--- src/hw/rtl/multi_pipe_fifo_manager_macros.svh ---
// assertion macros used by the fifo manager rtl
`ifndef MULTI_PIPE_FIFO_MANAGER_MACROS_SVH
`define MULTI_PIPE_FIFO_MANAGER_MACROS_SVH

// implication checked on every rising edge outside reset
`define MPF_ASSERT_IMP(label, clk, rstn, ante, cons) \
    label: assert property (@(posedge clk) disable iff (!rstn) (ante) |-> (cons)) \
        else $error("assertion failed");

// implication with the consequent checked in the cycle after the antecedent
`define MPF_ASSERT_NEXT(label, clk, rstn, ante, cons) \
    label: assert property (@(posedge clk) disable iff (!rstn) (ante) |=> (cons)) \
        else $error("assertion failed");

`endif

--- src/hw/rtl/mpf_ram.sv ---
module mpf_ram #(
    parameter int Width = 8,
    parameter int Depth = 16
) (
    input  logic                     aclk,
    input  logic                     we,
    input  logic [$clog2(Depth)-1:0] waddr,
    input  logic [Width-1:0]         wdata,
    input  logic [$clog2(Depth)-1:0] raddr,
    output logic [Width-1:0]         rdata
);
    logic [Width-1:0] mem [Depth];
    logic [Width-1:0] rdata_reg;

    always_ff @(posedge aclk) begin
        if (we) begin
            mem[waddr] <= wdata;
        end
        rdata_reg <= mem[raddr];
    end
    assign rdata = rdata_reg;
endmodule

--- config.mk ---
export PLATFORM = sky130hd
export DESIGN_NAME = mpf_ram
export DESIGN_NICKNAME = d
export VERILOG_FILES = /design/src/hw/rtl/multi_pipe_fifo_manager_macros.svh /design/src/hw/rtl/mpf_ram.sv
export SDC_FILE = /design/constraint.sdc
export NUM_CORES = 1
export LEC_CHECK = 0
export BUFFER_PORTS_ARGS = -buffer_cell sky130_fd_sc_hd__buf_2
export CORE_MARGIN = 2
export CORE_UTILIZATION = 45
export DETAILED_ROUTE_END_ITERATION = 8
export HOLD_SLACK_MARGIN = 0.12
export PLACE_DENSITY_LB_ADDON = 0.12
export RECOVER_POWER = 50
export SETUP_SLACK_MARGIN = 0.05
export SLEW_MARGIN = 10
export SYNTH_ARGS = -nofsm -noshare
export SYNTH_HDL_FRONTEND = slang
export SYNTH_SLANG_ARGS = --single-unit
--- constraint.sdc ---
create_clock -name aclk -period 1.8 [get_ports aclk]
set_clock_uncertainty 0.05 [all_clocks]
set_input_delay 0.09 -clock aclk [delete_from_list [all_inputs] [get_ports aclk]]
set_output_delay 0.09 -clock aclk [all_outputs]
set_load 0.005 [all_outputs]
# Word-level counts from Yosys, hierarchy flattened
# Memory sizes are Yosys's and may differ from the RTL's. A register that Yosys moved wholly into a read port is not among the register bits.
# Cells that the tools add are included.
# totals
register_bits	0
ram_bits	128
inputBits	18
output_inout_bits	8
word_cells	3
n_memories	1
# memory_table
name	words	width	read_ports	rd_ports_with_merged_regs	write_ports	line_no	rtl
mem	16	8	1	1	1	mpf_ram.sv:12	logic [Width-1:0] mem [Depth];
# classes
muxes	2
# ops
operator	count
$mux 1	2

# Logic depth before layout (Yosys ltp)
# depth
ltp_word	2
ltp_mapped	5
ltp_nobuf	3

# Worst setup path before layout
# OpenSTA, ideal clock, no wires.
# synth_path
kind	input-to-reg
startpoint	input waddr[2]
endpoint	memory mem[0][0], enable pin
setup_time_ns	0.383
t_arrival_ns	1.200
required_ns	1.367
setup_slack_ns	0.167
stages	2
n_path_buf	0
cell_sequence	or3b_2 -> nor3_1
# synth_lines
element	line_no	rtl
start, declared	mpf_ram.sv:7	input logic [$clog2(Depth)-1:0] waddr,
end, declared	mpf_ram.sv:12	
# Straight into the memory's write port.

==> results.md <==
* Outcome: finished, final reports clean
* Setup violators final at 0
* Cell variety after synth at 19
* Logic pwr share at 4.7%
* Initial Util at 45.7%
* Fin crit period at 1.42 ns
* P_int at 5.74 mW
* Post-DP Area at 0.00557 mm2
* DP Worst Slack at 0.201 ns
* Max clock buf depth at 2
* FMAX at 706 MHz
* Reg-to-reg endpoint: rdata[3]
* Worst R2R Start: mem[1][3]
* Largest net degree at the start of global routing at 24
* Post-Synthesis Cells at 229
* Unrepaired setup endpoints after global routing: false
* NetSw at 1.50 mW
* Hold Vio Cnt, Final at 0
* Setup Crit Path Kind: flop to flop
* Crit-path max FO at 1
* Rows at 39
* Setup TNS at 0 ns
* Post-DP HPWL at 6.47 mm
* Crit path launch: mem[1][3]
* Port Buffer Count at 25
* Initial antenna violation count at 0
* Slew headroom at 53.7%
* Leak Pwr at 2.09 nW
* Post-synthesis sequential area ratio at 77.8%
* Drt pass-1 iters at 5
* Hold Crit Depth at 4
* Area of the multi-input gates at 0.00106 mm2
* Fin. max-slew vios at 0
* Max reg flops at 128
* Min-Delay Path Class: input pin to flop
* R2r setup slk at 0.38 ns
* Share of cells above drive strength 1 at 27.2%
* Post-DRT Antenna Nets at 0
* # nets final at 314
* CTS Buf Count at 17
* Worst-path clk slew at 0.06 ns
* Post-route clock period utilization at 78.7%
* Post-route DRC at 0
* Overall Power at 7.24 mW
* Crit path launch type: flop
* Clock power frac at 46.1%
* Syn-to-layout area delta at 20.2%
* Fillers at 876
* Final WS setup at 0.383 ns
* Mean Syn Cell Area at 22.5 um2
* Register area at 0.00400 mm2
* Die span in x at 111 um
* Routability cong. at 0.693
* Hold path start: raddr[0]
* Wirelength per Cell at 22.5 um
* Clock Latency Late Sink at 0.41 ns
* Synth Register Bits at 136
* Vias at 2,451
* Initial DRC Count at 224
* Syn Nets at 247
* Total core area at 0.0113 mm2
* Crit path to: rdata[3]
* Cell Pwr Density at 1170 mW/mm2
* CTS resizes at 0
* CTS tree: built
* Overflow after GRT at 0
* Worst Setup End Kind: flop
* CP Data Arrival Time at 1.66 ns
* Design area at 0.00619 mm2
* Synthesized area at 0.00515 mm2
* Sink Count at 136
* Overall routed net length at 10.2 mm
* Tot GR Track Use at 17.6%
* Yosys warning count at 0
* Top-level port count at 26
* CTS root buf: clkbuf_16
* Worst hold margin at 0.159 ns
* Sw Ratio at 20.8%
* Die Y-Extent at 111 um
* ANT cells at 0
* Worst-margin pin slew at 0.695 ns
* First-pass GRT wire length at 15.4 mm
* Via density at 5.42
* Maxcap violations at 0
* H-tree levels at 4
* VDD IR max at 0.000584 V
* Vias in the first global route at 2,526
* R2R cell count at 3
* Seq pwr share at 49.2%
* Die area at 0.0123 mm2
* Data required time of the worst path at 2.04 ns
placed cells by master (no fill, tap or decap):
cell and instances:
bufinv_16 2, and2_1 1, nand2b_1 2, or3b_2 1, dlygate4sd3_1 8, dfxtp_1 8, inv_6 2, clkbuf_1 17
buf_4 17, clkinv_4 4, edfxtp_1 128, nand3b_1 2, mux4_1 14, buf_2 16, and2b_1 1, clkinvlp_4 3
buf_12 1, nor3_1 4, nand3_1 1, nand2_1 9, mux4_2 18, clkbuf_16 17, a22oi_1 16, clkinv_2 3
nor2b_1 1, nor2_1 13
synth_stat cells:
| master | number | area [um2] |
|---|---|---|
| a22oi_1 | 16 | 120 |
| and2_1 | 1 | 6.26 |
| and2b_1 | 1 | 7.51 |
| buf_2 | 3 | 15.0 |
| buf_4 | 1 | 7.51 |
| buf_6 | 3 | 33.8 |
| clkdlybuf4s25_2 | 3 | 30.0 |
| dfxtp_1 | 8 | 160 |
| edfxtp_1 | 128 | 3840 |
| mux4_1 | 14 | 368 |
| mux4_2 | 18 | 405 |
| nand2_1 | 9 | 33.8 |
| nand2b_1 | 2 | 12.5 |
| nand3_1 | 1 | 5.00 |
| nand3b_1 | 2 | 15.0 |
| nor2_1 | 13 | 48.8 |
| nor2b_1 | 1 | 6.26 |
| nor3_1 | 4 | 20.0 |
| or3b_2 | 1 | 8.76 |
layout make-up:
type / count / share of cell area [%]
Clock buffer: 18 / 6.94
Clock inverter: 14 / 2.43
Multi-Input combinational cell: 83 / 17.1
Sequential cell: 136 / 64.7
Tap cell: 143 / 2.89
Timing Repair Buffer: 58 / 5.95
critical path: stages, from the launching register on:
cell and delay, ns:
edfxtp_1 0.36, mux4_1 0.50, a22oi_1 0.30, nand2_1 0.08
stage by stage:
stage,instances,utilization (%)
6_report,452,54.9
3_3_place_gp,412,49.4
4_1_cts,452,55.2
2_1_floorplan,229,-
5_1_grt,452,54.9
3_5_place_dp,412,49.4
worst min path at each step:
| stage | end | slack, ns |
|---|---|---|
| global route | rdata[7] | 0.18 |
| CTS | mem[2][4] | 0.13 |
| global placement | mem[5][0] | 0.43 |
| detailed placement | rdata[5] | 0.44 |
| finish | rdata[7] | 0.16 |
| floorplan | mem[0][0] | 0.14 |
logic make-up (layout without fill, tap and decap cells):
logic type	Yosys count	count (layout)	synth area share, %
buf+inv	10	90	1.68
simple gates	35	35	3.18
flops	136	136	77.8
compound gates	16	16	2.33
mux	32	32	15.0
power by group through the flow:
stage	registers, mW	logic (mW)	clock network (mW)
2_1_floorplan	3.62	0.180	0
3_3_place_gp	3.63	0.333	0
3_5_place_dp	3.63	0.337	0
4_1_cts	3.56	0.351	3.38
5_1_grt	3.57	0.371	3.51
6_report	3.56	0.340	3.34
what timing repair did:
| item | 4_1_cts | 5_1_grt |
|---|---|---|
| hold buffers | 8 | 0 |
| setup endpoints to repair | 0 | 0 |
| setup buffers | 0 | 0 |
| hold endpoints to repair | 128 | 0 |
layer usage:
metal  global-route usage (%)  up-vias  routed length (um)
met2                     25.7       76                4800
met3                     5.41        4                 482
met5                        0        -                   0
met4                     5.50        0                  57
met1                     25.7     1262                4810
li1                         -     1109                   -
Note: power is estimated with default switching activity, not from simulation.
