--- src/hw/rtl/multi_pipe_fifo_manager_macros.svh ---
// assertion macros used by the fifo manager rtl
`ifndef MULTI_PIPE_FIFO_MANAGER_MACROS_SVH
`define MULTI_PIPE_FIFO_MANAGER_MACROS_SVH

// implication checked on every rising edge outside reset
`define MPF_ASSERT_IMP(label, clk, rstn, ante, cons) \
    label: assert property (@(posedge clk) disable iff (!rstn) (ante) |-> (cons)) \
        else $error("assertion failed");

// implication with the consequent checked in the cycle after the antecedent
`define MPF_ASSERT_NEXT(label, clk, rstn, ante, cons) \
    label: assert property (@(posedge clk) disable iff (!rstn) (ante) |=> (cons)) \
        else $error("assertion failed");

`endif

--- src/hw/rtl/mpf_pkg.sv ---
package mpf_pkg;
    localparam int DefNumSlots  = 16;
    localparam int DefRingDepth = 1024;
    localparam int IdentW       = 16;
    localparam int ByteW        = 8;
    localparam int OpW          = 3;
    localparam int StatW        = 3;
    localparam int OccW         = 11;
    localparam logic [IdentW-1:0] AutoIdReset = 16'd10;
    localparam logic [IdentW-1:0] IdentMax    = 16'hFFFF;

    typedef enum logic [OpW-1:0] {
        OP_CREATE = 3'd0,
        OP_AUTO   = 3'd1,
        OP_DESTROY= 3'd2,
        OP_EOF    = 3'd3,
        OP_WRITE  = 3'd4,
        OP_READ   = 3'd5
    } op_t;

    typedef enum logic [StatW-1:0] {
        ST_OK      = 3'd0,
        ST_BADID   = 3'd1,
        ST_NOSPACE = 3'd2,
        ST_BLOCK   = 3'd3,
        ST_EOF     = 3'd4
    } stat_t;

    typedef enum logic [2:0] {
        S_IDLE,
        S_META,
        S_SEARCH,
        S_BYTE,
        S_OUT
    } fsm_t;
endpackage

--- src/hw/rtl/mpf_ident_table.sv ---
module mpf_ident_table
    import mpf_pkg::*;
#(
    parameter int NumSlots = DefNumSlots
) (
    input  logic                        aclk,
    input  logic                        aresetn,
    input  logic [IdentW-1:0]           look_ident,
    output logic                        hit,
    output logic [$clog2(NumSlots+1)-1:0] hit_slot,
    output logic                        free_ok,
    output logic [$clog2(NumSlots+1)-1:0] free_slot,
    input  logic                        set_en,
    input  logic [$clog2(NumSlots+1)-1:0] set_slot,
    input  logic [IdentW-1:0]           set_ident
);
    localparam int SW  = $clog2(NumSlots + 1);
    localparam int SAW = (NumSlots > 1) ? $clog2(NumSlots) : 1;
    logic [IdentW-1:0] ident_reg [NumSlots];

    always_ff @(posedge aclk) begin
        if (!aresetn) begin
            for (int i = 0; i < NumSlots; i++) ident_reg[i] <= '0;
        end else if (set_en) begin
            ident_reg[set_slot[SAW-1:0]] <= set_ident;
        end
    end

    // parallel compare, lowest index wins
    always_comb begin
        hit = 1'b0;
        hit_slot = '0;
        free_ok = 1'b0;
        free_slot = '0;
        for (int i = NumSlots - 1; i >= 0; i--) begin
            if (look_ident != '0 && ident_reg[i] == look_ident) begin
                hit = 1'b1;
                hit_slot = SW'(i);
            end
            if (ident_reg[i] == '0) begin
                free_ok = 1'b1;
                free_slot = SW'(i);
            end
        end
    end
endmodule

--- config.mk ---
export PLATFORM = sky130hd
export DESIGN_NAME = mpf_ident_table
export DESIGN_NICKNAME = d
export VERILOG_FILES = /design/src/hw/rtl/multi_pipe_fifo_manager_macros.svh /design/src/hw/rtl/mpf_pkg.sv /design/src/hw/rtl/mpf_ident_table.sv
export SDC_FILE = /design/constraint.sdc
export NUM_CORES = 1
export LEC_CHECK = 0
export BUFFER_PORTS_ARGS = -buffer_cell sky130_fd_sc_hd__buf_2
export CAP_MARGIN = 20
export CORE_AREA = 2 2 188 190
export CTS_CLUSTER_DIAMETER = 200
export DETAILED_ROUTE_END_ITERATION = 10
export DIE_AREA = 0 0 190 192
export GPL_TIMING_DRIVEN = 0
export PLACE_DENSITY_LB_ADDON = 0.1
export SLEW_MARGIN = 20
export SYNTH_ARGS = -nofsm -noshare
export SYNTH_HDL_FRONTEND = slang
export SYNTH_SLANG_ARGS = --single-unit
--- constraint.sdc ---
create_clock -name aclk -period 2.2 [get_ports aclk]
set_input_delay 0.11 -clock aclk [delete_from_list [all_inputs] [get_ports aclk]]
set_output_delay 0.11 -clock aclk [all_outputs]
set_load 0.02 [all_outputs]
# --- Yosys cells after proc, flatten, opt, wreduce, memory -nomap -nowiden ---
# Memories as Yosys holds them, arrays and structs flattened.
# Cells that the tools add are included.
op_classes:
  mux: 71
  eq_ne: 16
  n_reduce_logical: 34
ops:
  columns: ["op", "n"]
  rows:
  - ["$eq 16x16->1", 16]
  - ["$logic_not 16->1", 16]
  - ["$mux 5", 30]
  - ["$mux 1", 37]
  - ["$logic_and 1x1->1", 16]
  - ["$mux 16", 1]
  - ["$reduce_bool 16->1", 1]
  - ["$reduce_or 16->1", 1]
  - ["$mux 4", 3]
word_totals:
  in_bits: 40
  mem_count: 1
  output_inout_bits: 12
  ff_bits: 0
  word_cells: 122
  mem_bits_rw: 256
mem_list:
  columns: ["name", "words", "width", "rd", "rd_clocked_by_memory_dff", "wr", "line_no", "source"]
  rows:
  - ["ident_reg", 16, 16, 16, 0, 16, "mpf_ident_table.sv:19", "logic [IdentW-1:0] ident_reg [NumSlots];"]

# --- Depth between registers and ports, before layout ---
# An unclocked memory read counts as a cell.
depth:
  word_depth: 19
  depth_mapped: 9
  mapped_depth_nobuf: 7

# --- Worst setup path before layout ---
# Ideal clock, no wire load.
synth_path:
  kind: "input -> register"
  startpoint: "input port aresetn"
  endpoint: "memory ident_reg[4][0] (enable)"
  setup_time_ns: 0.411
  path_buffers: 2
  arrival_ns: 1.985
  t_required_ns: 1.789
  path_stages: 5
  slack_ns: -0.196
  path_cell_list: "buf_2 > nand2_1 > or3_1 > clkbuf_1 > o21ai_0"
synth_rtl:
  columns: ["item", "line_no", "source"]
  rows:
  - ["from (decl)", "mpf_ident_table.sv:7", "input logic aresetn,"]
  - ["to (decl)", "mpf_ident_table.sv:19", null]

==> impl_metrics.tcl <==
set metrics [dict create \
    cts_tree "yes" \
    wl_per_cell_um 26.5 \
    p_per_area_nw_per_um2 751 \
    grt_pass1_vias 9368 \
    post-place-ws_ps -765 \
    numCtsBuffers 30 \
    cp-end-kind "primary output" \
    core_um2 34300 \
    worstMarginPinSlew_ps 1110 \
    die_y_um 192 \
    ys_warn_count 0 \
    via_count 9162 \
    antenna_found_initial 2 \
    drt-initial-drc-count 729 \
    synth_flop_cell "edfxtp_1" \
    use_met3 0.0552 \
    setup_violations 10 \
    layout-drive-gt1-share 0.170 \
    ant_nets 0 \
    ys_async_sr_fraction 0 \
    synth_area_um2 13600 \
    violations "setup timing" \
    synth_edf_count 256 \
    nNetsFinal 1261 \
    viasPerCell 5.38 \
    fin_crit_ps 2940 \
    hold_path.class "input pin to flop" \
    drv_cap 0 \
    arrival_ps 2830 \
    peakVddDrop_v 0.000690 \
    grt_pass1_wl_um 64500 \
    power_mw 12.1 \
    timing.setup.tns_ps -4990 \
    postLayoutCoreUtil 0.471 \
    hold_viol 0 \
    grtUsageTotal 0.252 \
    globalRouteMet2Util 0.416 \
    grt_overflow 0 \
    placed_area_um2 14500 \
    ys_ff_latch 256 \
    fmax_mhz 341 \
    gp_congestion 0.864 \
    worstSetupPathType "flop to primary output" \
    p_leak_nw 5.61 \
    grt_max_degree 17 \
    cts-root-buf "clkbuf_16" \
    largest_reg_flops 256 \
    syn_avg_cell_area_um2 12.2 \
    io_pins 52 \
    clock-sinks 256 \
    cts.clk_slew.worst_paths_ps 60 \
    drc 0 \
    wl_um 45100 \
    status "finished, violations left" \
    fin_cells 1704 \
    fin_ws_ps -736 \
    die_area_um2 36500 \
    met1_usage 0.324 \
    port_buffers 31 \
    postLayoutCellArea_um2 16200 \
    fp-row-count 68 \
    syn_inst 1114 \
    place_hpwl_um 29700 \
    rsz0062_at_grt "yes" \
    critPathMaxFanout 3 \
    first_pass_iters 5 \
    slew_headroom 0.260 \
    initial_core_util 0.396 \
    required_ps 2090 \
    clk_path_buf_depth 3 \
    dp_cells 1613 \
    finalCritPeriodShare 1.33 \
    ys_types 41 \
    grt-busiest-layer "met2" \
    die_w_um 190 \
    report.final.slew_viol_count 0 \
    htreeDepth 1 \
    holdWs_ps 35.6 \
    synth-seq-area-share 0.565 \
    area_growth_pct 18.8 \
    cp-start-kind "flop" \
]
==> worst max-delay path, stage by stage (launching register included) <==
cell and delay [ps]:
edfxtp_1 430, xnor2_1 170, nand4_1 170, nor4_4 300, buf_4 200, nand2b_1 70, a211o_1 300, a211o_1 300
a31oi_4 170, buf_6 140
==> timing repair <==
action / CTS / global route
gates resized for setup: 60 / 19
endpoints found under the setup margin: 42 / 74
buffers inserted: 19 / 5
pin swaps: 39 / 18
hold buffers: 7 / 0
endpoints found under the hold margin: 31 / 0
==> layout make-up <==
class                   count  area (µm²)
clock inverters            21         226
diodes                      6        15.0
inverters                   1        3.75
plain buffers              70         402
repair buffers             74         604
well taps                 455         569
flip-flops and latches    256        7690
fillers                  3105       18100
multi-input cells         788        5890
clock buffers              33         762
==> worst paths after layout <==
| path | startpoint | endpoint | cells after the start |
|---|---|---|---|
| worst min-delay path | set_ident[5] | ident_reg[9][5] | 2 |
| worst max-delay path | ident_reg[15][13] | hit_slot[0] | 9 |
==> cell families after synthesis <==
kind of cell | share of synthesized area
xor+xnor | 0.165
buf+inv | 0.0296
other cells | 0.000276
compound gates | 0.0179
flops | 0.565
simple gates | 0.222
==> power by group <==
group / switching [mW] / internal (mW)
Combinational: 0.755 / 0.433
Sequential: 0.228 / 5.66
Clock: 2.01 / 3.05
Total: 2.99 / 9.14
==> cell usage after synthesis (3+ instances only) <==
cell	number	share of area
and2_1	257	0.12
buf_4	14	0.0077
nor2_1	23	0.0064
o21ai_0	14	0.0052
nor3_1	8	0.0029
nor4_1	105	0.048
xor2_1	136	0.088
and4_1	3	0.0019
a31oi_1	3	0.0014
xnor2_1	120	0.077
nand4_1	60	0.028
a211o_1	3	0.0019
buf_2	13	0.0048
clkbuf_1	34	0.0094
nand2_1	16	0.0044
buf_6	9	0.0075
a21oi_1	5	0.0018
nand2b_1	9	0.0041
edfxtp_1	256	0.57
==> cells in the final DEF (no fill, tap or decap), drive strengths merged, types with 5 or more instances in the layout <==
cell and instances:
nand4 60, nor2 23, bufinv 5, nor4 108, diode 6, clkinv 16, nand2b 9, xnor2 120
xor2 136, nand2 16, o21ai 14, buf 103, clkbuf 67, a21oi 5, edfxtp 256, nor3 8
and2 257, dlygate4sd3 7
==> layer usage <==
layer,part of all wire,wire [µm]
met1,0.42,19100
met5,0,0
met3,0.066,2970
met4,0.038,1690
met2,0.47,21300
(Power assumes the default switching activity.)
